`config.mk`:
```
export PLATFORM = sky130hd
export DESIGN_NAME = rcs_pixel_pipe
export DESIGN_NICKNAME = d
export VERILOG_FILES = /design/src/rtl/rcs_pkg.sv /design/src/rtl/rcs_pixel_pipe.sv
export VERILOG_INCLUDE_DIRS = /design/src /design/src/rtl
export SDC_FILE = /design/constraint.sdc
export NUM_CORES = 1
export LEC_CHECK = 0
export BUFFER_PORTS_ARGS = -buffer_cell sky130_fd_sc_hd__buf_2
export CAP_MARGIN = 20
export CORE_MARGIN = 3
export CORE_UTILIZATION = 55
export CTS_BUF_LIST = sky130_fd_sc_hd__clkbuf_4
export DETAILED_ROUTE_END_ITERATION = 6
export PLACE_DENSITY = 0.8
export SLEW_MARGIN = 10
export SYNTH_ARGS = -nofsm -noshare
export SYNTH_HDL_FRONTEND = slang
export SYNTH_SLANG_ARGS = --single-unit
```
`constraint.sdc`:
```
create_clock -name clock -period 14.8 [get_ports clock]
set_input_delay 2.96 -clock clock [delete_from_list [all_inputs] [get_ports clock]]
set_output_delay 2.96 -clock clock [all_outputs]
set_load 0.05 [all_outputs]
```
`src/rtl/rgb_cross_sharpen_with_luma_histogram_assert.svh`:
```
// Assertion helpers shared by the sharpen/histogram RTL.
// Each expands to one labeled concurrent assertion, clocked on the rising edge
// and switched off while the synchronous reset is high.
`ifndef RGB_CROSS_SHARPEN_WITH_LUMA_HISTOGRAM_ASSERT_SVH
`define RGB_CROSS_SHARPEN_WITH_LUMA_HISTOGRAM_ASSERT_SVH

// Same-cycle implication.
`define RCS_ASSERT_IMPL(label, clk, rst, ante, cons, msg) \
   label: assert property (@(posedge clk) disable iff (rst) (ante) |-> (cons)) \
      else $error(msg);

// Next-cycle implication.
`define RCS_ASSERT_NEXT(label, clk, rst, ante, cons, msg) \
   label: assert property (@(posedge clk) disable iff (rst) (ante) |=> (cons)) \
      else $error(msg);

`endif

```
`src/rtl/rcs_pkg.sv`:
```
`default_nettype none

package rcs_pkg;

   localparam int CHAN_W      = 8;
   localparam int CNT_W       = 23;
   localparam int NUM_BINS    = 5;
   localparam int TOTAL_W     = CNT_W + 3;
   localparam int FW_W        = 12;
   localparam int FH_W        = 13;
   localparam int CSR_DATA_W  = 13;
   localparam int CSR_INDEX_W = 1;
   localparam int LUMA_W      = 22;

   // register map
   localparam logic [CSR_INDEX_W-1:0] REG_FRAME_WIDTH  = 1'b0;
   localparam logic [CSR_INDEX_W-1:0] REG_FRAME_HEIGHT = 1'b1;

   localparam logic [FW_W-1:0] FRAME_WIDTH_RST  = 12'd640;
   localparam logic [FH_W-1:0] FRAME_HEIGHT_RST = 13'd480;

   // word kinds on the request channel
   localparam logic CMD_PIXEL = 1'b0;
   localparam logic CMD_DRAIN = 1'b1;

   localparam logic [CNT_W-1:0] BIN_MAX = '1;

   // luma * 10000, rounded boundaries at 50.5, 101.5, 152.5, 203.5
   localparam logic [LUMA_W-1:0] LUMA_R_COEF = 22'd2126;
   localparam logic [LUMA_W-1:0] LUMA_G_COEF = 22'd7152;
   localparam logic [LUMA_W-1:0] LUMA_B_COEF = 22'd722;
   localparam logic [LUMA_W-1:0] LUMA_T0     = 22'd505000;
   localparam logic [LUMA_W-1:0] LUMA_T1     = 22'd1015000;
   localparam logic [LUMA_W-1:0] LUMA_T2     = 22'd1525000;
   localparam logic [LUMA_W-1:0] LUMA_T3     = 22'd2035000;

   typedef struct packed {
      logic [CHAN_W-1:0] red;
      logic [CHAN_W-1:0] green;
      logic [CHAN_W-1:0] blue;
   } pixel_type;

   // centre and its four cross neighbors
   typedef struct packed {
      pixel_type ctr;
      pixel_type lft;
      pixel_type rgt;
      pixel_type up;
      pixel_type dn;
   } window_type;

   typedef struct packed {
      logic use_kernel;
      logic clear_bins;
      logic frame_end;
   } emit_ctrl_type;

   // 5*c - l - r - u - d, clamped to 0..255
   function automatic logic [CHAN_W-1:0] sharpen_chan(
      input logic [CHAN_W-1:0] c,
      input logic [CHAN_W-1:0] l,
      input logic [CHAN_W-1:0] r,
      input logic [CHAN_W-1:0] u,
      input logic [CHAN_W-1:0] d
   );
      logic [CHAN_W+2:0] five_c;
      logic [CHAN_W+1:0] nsum;
      logic [CHAN_W+2:0] diff;
      logic [CHAN_W-1:0] res;
      five_c = {c, 2'b00} + {3'b000, c};
      nsum   = {2'b00, l} + {2'b00, r} + {2'b00, u} + {2'b00, d};
      diff   = five_c - {1'b0, nsum};
      if ({1'b0, nsum} > five_c) begin
         res = '0;
      end else if (diff[CHAN_W+2:CHAN_W] != 3'b000) begin
         res = '1;
      end else begin
         res = diff[CHAN_W-1:0];
      end
      return res;
   endfunction

   // one-hot histogram bin of a pixel's luma
   function automatic logic [NUM_BINS-1:0] luma_bin(input pixel_type p);
      logic [LUMA_W-1:0]   s;
      logic [NUM_BINS-1:0] b;
      s = LUMA_R_COEF * LUMA_W'(p.red) + LUMA_G_COEF * LUMA_W'(p.green)
        + LUMA_B_COEF * LUMA_W'(p.blue);
      b = '0;
      if (s < LUMA_T0) begin
         b[0] = 1'b1;
      end else if (s < LUMA_T1) begin
         b[1] = 1'b1;
      end else if (s < LUMA_T2) begin
         b[2] = 1'b1;
      end else if (s < LUMA_T3) begin
         b[3] = 1'b1;
      end else begin
         b[4] = 1'b1;
      end
      return b;
   endfunction

endpackage

`default_nettype wire

```
`src/rtl/rcs_pixel_pipe.sv`:
```
`default_nettype none
`include "rgb_cross_sharpen_with_luma_histogram_assert.svh"

// Sharpen -> luma bin -> counter/output register. Each stage moves on when
// the one ahead is empty or moving.
module rcs_pixel_pipe (
   input  logic                         clock,
   input  logic                         reset,
   input  logic                         win_valid,
   output logic                         win_ready,
   input  rcs_pkg::window_type          win,
   input  rcs_pkg::emit_ctrl_type       ctrl,
   output logic                         rsp_valid,
   input  logic                         rsp_stall,
   output logic [rcs_pkg::CHAN_W-1:0]   rsp_out_red,
   output logic [rcs_pkg::CHAN_W-1:0]   rsp_out_green,
   output logic [rcs_pkg::CHAN_W-1:0]   rsp_out_blue,
   output logic                         rsp_frame_end,
   output logic [rcs_pkg::CNT_W-1:0]    rsp_bin0_count,
   output logic [rcs_pkg::CNT_W-1:0]    rsp_bin1_count,
   output logic [rcs_pkg::CNT_W-1:0]    rsp_bin2_count,
   output logic [rcs_pkg::CNT_W-1:0]    rsp_bin3_count,
   output logic [rcs_pkg::CNT_W-1:0]    rsp_bin4_count
);
   import rcs_pkg::*;

   logic                s2_v_ff, s2_v_in;
   pixel_type           s2_pix_ff, s2_pix_in;
   logic                s2_clear_ff, s2_end_ff;

   logic                s3_v_ff, s3_v_in;
   pixel_type           s3_pix_ff;
   logic [NUM_BINS-1:0] s3_bin_ff, s3_bin_in;
   logic                s3_clear_ff, s3_end_ff;

   logic                out_v_ff, out_v_in;
   pixel_type           out_pix_ff;
   logic                out_end_ff;
   logic [CNT_W-1:0]    bin_cnt_ff [NUM_BINS];
   logic [CNT_W-1:0]    bin_cnt_in [NUM_BINS];
   logic [TOTAL_W-1:0]  cnt_total;

   logic out_ready, s3_ready, s2_ready;
   logic s2_load, s3_load, out_load;

   assign out_ready = ~out_v_ff | ~rsp_stall;
   assign s3_ready  = ~s3_v_ff | out_ready;
   assign s2_ready  = ~s2_v_ff | s3_ready;
   assign win_ready = s2_ready;

   assign s2_load  = win_valid & s2_ready;
   assign s3_load  = s2_v_ff & s3_ready;
   assign out_load = s3_v_ff & out_ready;

   assign s2_v_in  = s2_load | (s2_v_ff & ~s3_load);
   assign s3_v_in  = s3_load | (s3_v_ff & ~out_load);
   assign out_v_in = out_load | (out_v_ff & rsp_stall);

   always_comb begin
      if (ctrl.use_kernel) begin
         s2_pix_in.red   = sharpen_chan(win.ctr.red, win.lft.red, win.rgt.red,
                                        win.up.red, win.dn.red);
         s2_pix_in.green = sharpen_chan(win.ctr.green, win.lft.green, win.rgt.green,
                                        win.up.green, win.dn.green);
         s2_pix_in.blue  = sharpen_chan(win.ctr.blue, win.lft.blue, win.rgt.blue,
                                        win.up.blue, win.dn.blue);
      end else begin
         s2_pix_in = win.ctr;
      end
   end

   assign s3_bin_in = luma_bin(s2_pix_ff);

   // saturating counters; a frame's first pixel restarts them
   always_comb begin
      logic [CNT_W-1:0] base;
      for (int k = 0; k < NUM_BINS; k++) begin
         base = s3_clear_ff ? '0 : bin_cnt_ff[k];
         if (s3_bin_ff[k] && (base != BIN_MAX)) begin
            base = base + CNT_W'(1);
         end
         bin_cnt_in[k] = out_load ? base : bin_cnt_ff[k];
      end
   end

   always_comb begin
      cnt_total = '0;
      for (int k = 0; k < NUM_BINS; k++) begin
         cnt_total = cnt_total + TOTAL_W'(bin_cnt_ff[k]);
      end
   end

   always_ff @(posedge clock) begin
      if (reset) begin
         s2_v_ff  <= 1'b0;
         s3_v_ff  <= 1'b0;
         out_v_ff <= 1'b0;
         for (int k = 0; k < NUM_BINS; k++) begin
            bin_cnt_ff[k] <= '0;
         end
      end else begin
         s2_v_ff  <= s2_v_in;
         s3_v_ff  <= s3_v_in;
         out_v_ff <= out_v_in;
         for (int k = 0; k < NUM_BINS; k++) begin
            bin_cnt_ff[k] <= bin_cnt_in[k];
         end
      end
   end

   always_ff @(posedge clock) begin
      if (s2_load) begin
         s2_pix_ff   <= s2_pix_in;
         s2_clear_ff <= ctrl.clear_bins;
         s2_end_ff   <= ctrl.frame_end;
      end
      if (s3_load) begin
         s3_pix_ff   <= s2_pix_ff;
         s3_bin_ff   <= s3_bin_in;
         s3_clear_ff <= s2_clear_ff;
         s3_end_ff   <= s2_end_ff;
      end
      if (out_load) begin
         out_pix_ff <= s3_pix_ff;
         out_end_ff <= s3_end_ff;
      end
   end

   assign rsp_valid      = out_v_ff;
   assign rsp_out_red    = out_pix_ff.red;
   assign rsp_out_green  = out_pix_ff.green;
   assign rsp_out_blue   = out_pix_ff.blue;
   assign rsp_frame_end  = out_end_ff;
   assign rsp_bin0_count = bin_cnt_ff[0];
   assign rsp_bin1_count = bin_cnt_ff[1];
   assign rsp_bin2_count = bin_cnt_ff[2];
   assign rsp_bin3_count = bin_cnt_ff[3];
   assign rsp_bin4_count = bin_cnt_ff[4];

   `RCS_ASSERT_IMPL(a_s3_bin_onehot, clock, reset, s3_v_ff, $onehot(s3_bin_ff),
                    "luma stage holds no single bin")
   `RCS_ASSERT_NEXT(a_s2_holds, clock, reset, s2_v_ff && !s3_ready, s2_v_ff,
                    "sharpen stage dropped a word under backpressure")
   `RCS_ASSERT_NEXT(a_clear_total, clock, reset, out_load && s3_clear_ff,
                    cnt_total == TOTAL_W'(1), "histogram not restarted at frame start")

endmodule

`default_nettype wire

```
; ---- Word level (Yosys, flattened, before mapping)
; Memories as Yosys holds them, arrays and structs flattened.
; Index checks and enable logic that the tools add are counted.
[word_totals]
ff_bits = 85
input_bits = 127
memories = 1
ramBits = 115
[memory_table]
columns = name, depth, width, read_ports, rd_clocked_by_memory_dff, wr, line
row1 = bin_cnt_ff, 5, 23, 5, 0, 5, rcs_pixel_pipe.sv:39  ; logic [CNT_W-1:0] bin_cnt_ff [NUM_BINS];
[op_classes]
bitwise_logic = 23
n_lt_le_gt_ge = 7
mul = 3
n_addsub = 22
reduce_logical = 10
eq_ne = 5
muxes = 35
[ops]
columns = cell, n
row1 = $mux W23, 20
row2 = $add A23 B1 Y23 const B, 5
row3 = $ne A23 B23 Y1 const B, 5
row4 = $mux W8, 6
row5 = $lt A22 B21 Y1 const B, 2
row6 = $mul A9 B8 Y17 const A, 2
row7 = $add A10 B8 Y11, 3
row8 = $gt A10 B11 Y1, 3
row9 = $sub A11 B10 Y11, 3
row10 = $add A10 B8 Y10, 3
row11 = $add A9 B8 Y10, 3
row12 = $add A8 B8 Y9, 3
row13 = $mux W24, 1
row14 = $add A20 B21 Y22, 1
row15 = $add A22 B18 Y22, 1
row16 = $lt A22 B19 Y1 const B, 1
row17 = $lt A22 B20 Y1 const B, 1
row18 = $mul A11 B8 Y19 const A, 1
row19 = $or A1 B1 Y1, 11
row20 = $reduce_bool A3 Y1, 3
row21 = $mux W1, 8
row22 = $and A1 B1 Y1, 6
row23 = $not A1 Y1, 6
row24 = $logic_and A1 B1 Y1, 5
row25 = other kinds (2), 2

; ---- Longest topological paths before layout
[depth]
depth_word = 8
mapped_depth = 28
mapped_depth_nobuf = 28

; ---- Worst setup path after synthesis
; Ideal clock, no wire load.
[synth_path]
path_kind = in2reg
startpoint = input port win[1] in the netlist's numbering
endpoint = register s2_pix_ff[5] in the netlist's numbering (data pin)
n_path_buf = 0
setup_slack_ns = 7.517
t_required_ns = 14.541
t_arrival_ns = 7.024
setup_ns = 0.259
path_stages = 17
path_cell_list = fa_1 -> fa_1 -> ha_1 -> fa_1 -> a21o_1 -> a21oi_1 -> o21bai_1 -> a21oi_1 -> xnor2_1 -> ha_1 -> or3_1 -> o21ai_0 -> a21oi_1 -> a2111oi_0 -> nor3_1 -> and2_1 -> a211o_1
[synth_rtl]
columns = element, line
row1 = "start, declared", rcs_pixel_pipe.sv:11  ; input rcs_pkg::window_type win,
row2 = "end signal, assigned", rcs_pixel_pipe.sv:113  ; s2_pix_ff <= s2_pix_in;
row3 = "end, declared", rcs_pixel_pipe.sv:28  ; pixel_type s2_pix_ff, s2_pix_in;

; ---- Worst setup path in the final report
[layout_path]
startpoint = register s2_pix_ff[13] in the netlist's numbering
endpoint = register s3_bin_ff[2] (data pin)
[layout_via]
elab_chain_len = 5
elab_cells_between_ends = 8
cone_classes = add/sub: 2 / mul: 1 / order compare: 3 / mux: 1 / reduce/logical: 1
[layout_lines]
columns = element, line
row1 = $mul A9 B8 Y17 (*), rcs_pkg.sv:87  ; s = LUMA_R_COEF * LUMA_W'(p.red) + LUMA_G_COEF * LUMA_W'(p.green)
row2 = $add A20 B21 Y22 (*), rcs_pkg.sv:87
row3 = $add A22 B18 Y22 (*), rcs_pkg.sv:88  ; + LUMA_B_COEF * LUMA_W'(p.blue);
row4 = $lt A22 B21 Y1 (tied with other cells), rcs_pkg.sv:94  ; end else if (s < LUMA_T2) begin
row5 = $mux W1 / $reduce_or A2 Y1 (equally long branches), -
row6 = "end signal, assigned", rcs_pixel_pipe.sv:119  ; s3_bin_ff <= s3_bin_in;
row7 = "end, declared", rcs_pixel_pipe.sv:33  ; logic [NUM_BINS-1:0] s3_bin_ff, s3_bin_in;
; Every way passes the cells marked *; elsewhere a longest branch is shown, timed or not.
; A chain may end at the register's enable or synchronous reset.

==> metrics.txt <==
outcome=finished, final reports clean; grt total ovfl=0; Max Cap Violations=0; Total GRT Usage=23.3%; vias in the first global route=14736; Die Wd=187 µm; Reg2Reg Launch Point=s2_pix_ff[13]; initial antenna violation count=1; CP arrival=7.95 ns; setup_tns=0 ns; ranking of synthesized cells by area=ha_1 16%, edfxtp_1 14%, dfxtp_1 13%; area grow syn2layout=11.4%; detailed placer's ending HPWL=32500 µm; total routed wirelength=41000 µm; RR Endpoint=s3_bin_ff[2]; routability congestion estimate from global placement=0.876; worst skew pair latency=0.63 ns; WHS Path Cells=0; starting DRC count in detailed routing=782; R2R setup slack=7.32 ns; final core occ=62.9%; die footprint=0.0350 mm²; Synth top area share=15.9%; CTS tree=built; relative slew slack=36.5%; clk slew on worst S/H paths=0.17 ns; ANT nets after route=0; CTS Sinks=200; nets=2692; Hold Startpoint=s3_pix_ff[2]; drt wl/cell=15.4 µm; post-synth cell types=81; layout cells sized above 1=15.0%; Startpoint Class=register; first-pass GRT wire length=68900 µm; kind of critical path=register to register; final hold violation count=0; CP Data Required Time=15.26 ns; Post-synth top cells=230 x ha_1, 213 x inv_1, 182 x nor2_1; synthesized net count=2443; Post-CTS Setup Bufs=0; Seq/Total Area, Yosys=26.7%; Post-synth EDFFs=82; Final setup viols=0; PostCTS Resize Cnt=0; HP Class=register to register; CTS Root Cell=clkbuf_4; actual slew at the worst max-slew pin=0.952 ns; Final min period=7.48 ns; worst-path fanout max=7; H-tree depth=4; # DRC=0; Initial DRT Pass Iterations=5; CTS Buf Count=17; main flop type after synthesis=dfxtp_1; cts-stage hold buffer count=0; Vias per Instance=5.59; Max clock buf depth=2; worst r2r path cells=28; CP max stage cell=fa_1; max-slew violations=0; endpoint type of the worst setup path=register; CP most frequent cell=inv_1; Yosys top cell by area=ha_1; vias=14935; final worst path period share=50.6%; Max Fclk=134 MHz; Site Rows=65; Slowest Stage Delay on Critical Path=0.65 ns; Initial Utilization=56.5%; syn avg cell area=9.16 µm²; Mapped Area=0.0180 mm²; Synth Register Bits=200; Ys Warns=0; port bufs=268; Cells after Synth=1971; clk_skew=0.0256 ns; core area=0.0320 mm²; FFs w/ async S/R, synth=0%; Hold EP=rsp_out_blue[2]; Die Y=187 µm; RSZ-0062 raised after global routing=false; largest net degree at the start of global routing=86; Top Ports=269; most frequent cell after synthesis=ha_1
state kept, by name, indices dropped and copies added (netlist names):
| signal | flops |
|---|---|
| rsp_out_green | 8 |
| rsp_out_blue | 8 |
| s3_end_ff | 1 |
| s3_v_ff | 1 |
| rsp_valid | 1 |
| s2_end_ff | 1 |
| s3_pix_ff | 24 |
| rsp_out_red | 8 |
| s2_clear_ff | 1 |
| s3_clear_ff | 1 |
| bin_cnt_ff | 115 |
| s3_bin_ff | 5 |
| s2_v_ff | 1 |
| s2_pix_ff | 24 |
| rsp_frame_end | 1 |
cells in the final DEF, fill, tap and decap left out, types with 12 or more instances in the layout:
master,netlist,routed
nand2b_1,24,24
nor2b_1,33,33
nand2_1,169,168
and2_1,13,12
nand3_1,47,47
a21oi_1,108,108
ha_1,230,230
nor2_1,182,182
xor2_1,63,63
edfxtp_1,82,82
buf_2,5,267
o21ai_0,81,81
o21bai_1,17,17
nand4_1,33,33
clkbuf_4,0,18
and3_1,20,20
a21o_1,36,36
xnor2_1,117,117
inv_1,213,212
fa_1,115,115
a22oi_1,19,19
dfxtp_1,118,118
nor3_1,32,32
metal layers:
layer	vias to the layer above	GRT usage, %	wire length, µm
met5	-	0	0
met4	0	7.68	1090
met3	71	3.77	2820
met2	469	40.9	19700
met1	7080	29.5	17400
li1	7315	-	-
area by class of cell:
class / instances / area (µm²)
Multi-Input combinational cell: 1514 / 12300
Tap cell: 435 / 544
Antenna cell: 2 / 5.00
Fill cell: 2627 / 11800
Clock buffer: 18 / 135
Inverter: 213 / 800
Clock inverter: 14 / 161
Sequential cell: 200 / 4820
Timing Repair Buffer: 274 / 1390
critical path, delay by kind of cell, from the launching register on:
kind	cells	cell delay, ns
buffers and inverters	6	0.43
AO/OA/AOI/OAI	7	1.34
AND/OR/NAND/NOR	7	1.46
flip-flops	1	0.57
XOR/XNOR	1	0.29
adder cells (fa/ha/maj)	7	3.24
cells by family after synthesis:
group,count (synthesis),synth area share [%]
AOI/OAI and AO/OA,362,13.2
adders and majority gates,345,28.7
muxes,2,0.111
xor gates and xnor gates,180,8.74
DFF,200,26.7
and+or+nand+nor,625,17.2
buffers and inverters,257,5.39
how the worst max path moves through the flow:
| stage | slack, ns | depth (start not counted) | endpoint | from |
|---|---|---|---|---|
| global placement | 7.16 | 17 | s2_pix_ff[12] | win[10] |
| CTS | 7.36 | 28 | s3_bin_ff[2] | s2_pix_ff[13] |
| floorplan | 7.52 | 17 | s2_pix_ff[5] | win[1] |
| global route | 6.87 | 28 | s3_bin_ff[2] | s2_pix_ff[13] |
| detailed placement | 6.88 | 17 | s2_pix_ff[11] | win[10] |
| finish | 7.32 | 28 | s3_bin_ff[2] | s2_pix_ff[13] |
metrics by stage:
| step | hold slack (ns) | area, µm² | cells | setup slack [ns] |
|---|---|---|---|---|
| 2_1_floorplan | 0.400 | 18000 | 1971 | 7.52 |
| 3_3_place_gp | 0.401 | 19800 | 2636 | 7.16 |
| 3_5_place_dp | 0.405 | 19800 | 2636 | 6.88 |
| 4_1_cts | 0.441 | 20100 | 2668 | 7.36 |
| 5_1_grt | 0.445 | 20100 | 2669 | 6.87 |
| 6_report | 0.438 | 20100 | 2670 | 7.32 |
Power is left out: the tool's default activity adds up to more than one toggle a clock period on the data nets, which glitch-free logic cannot reach.
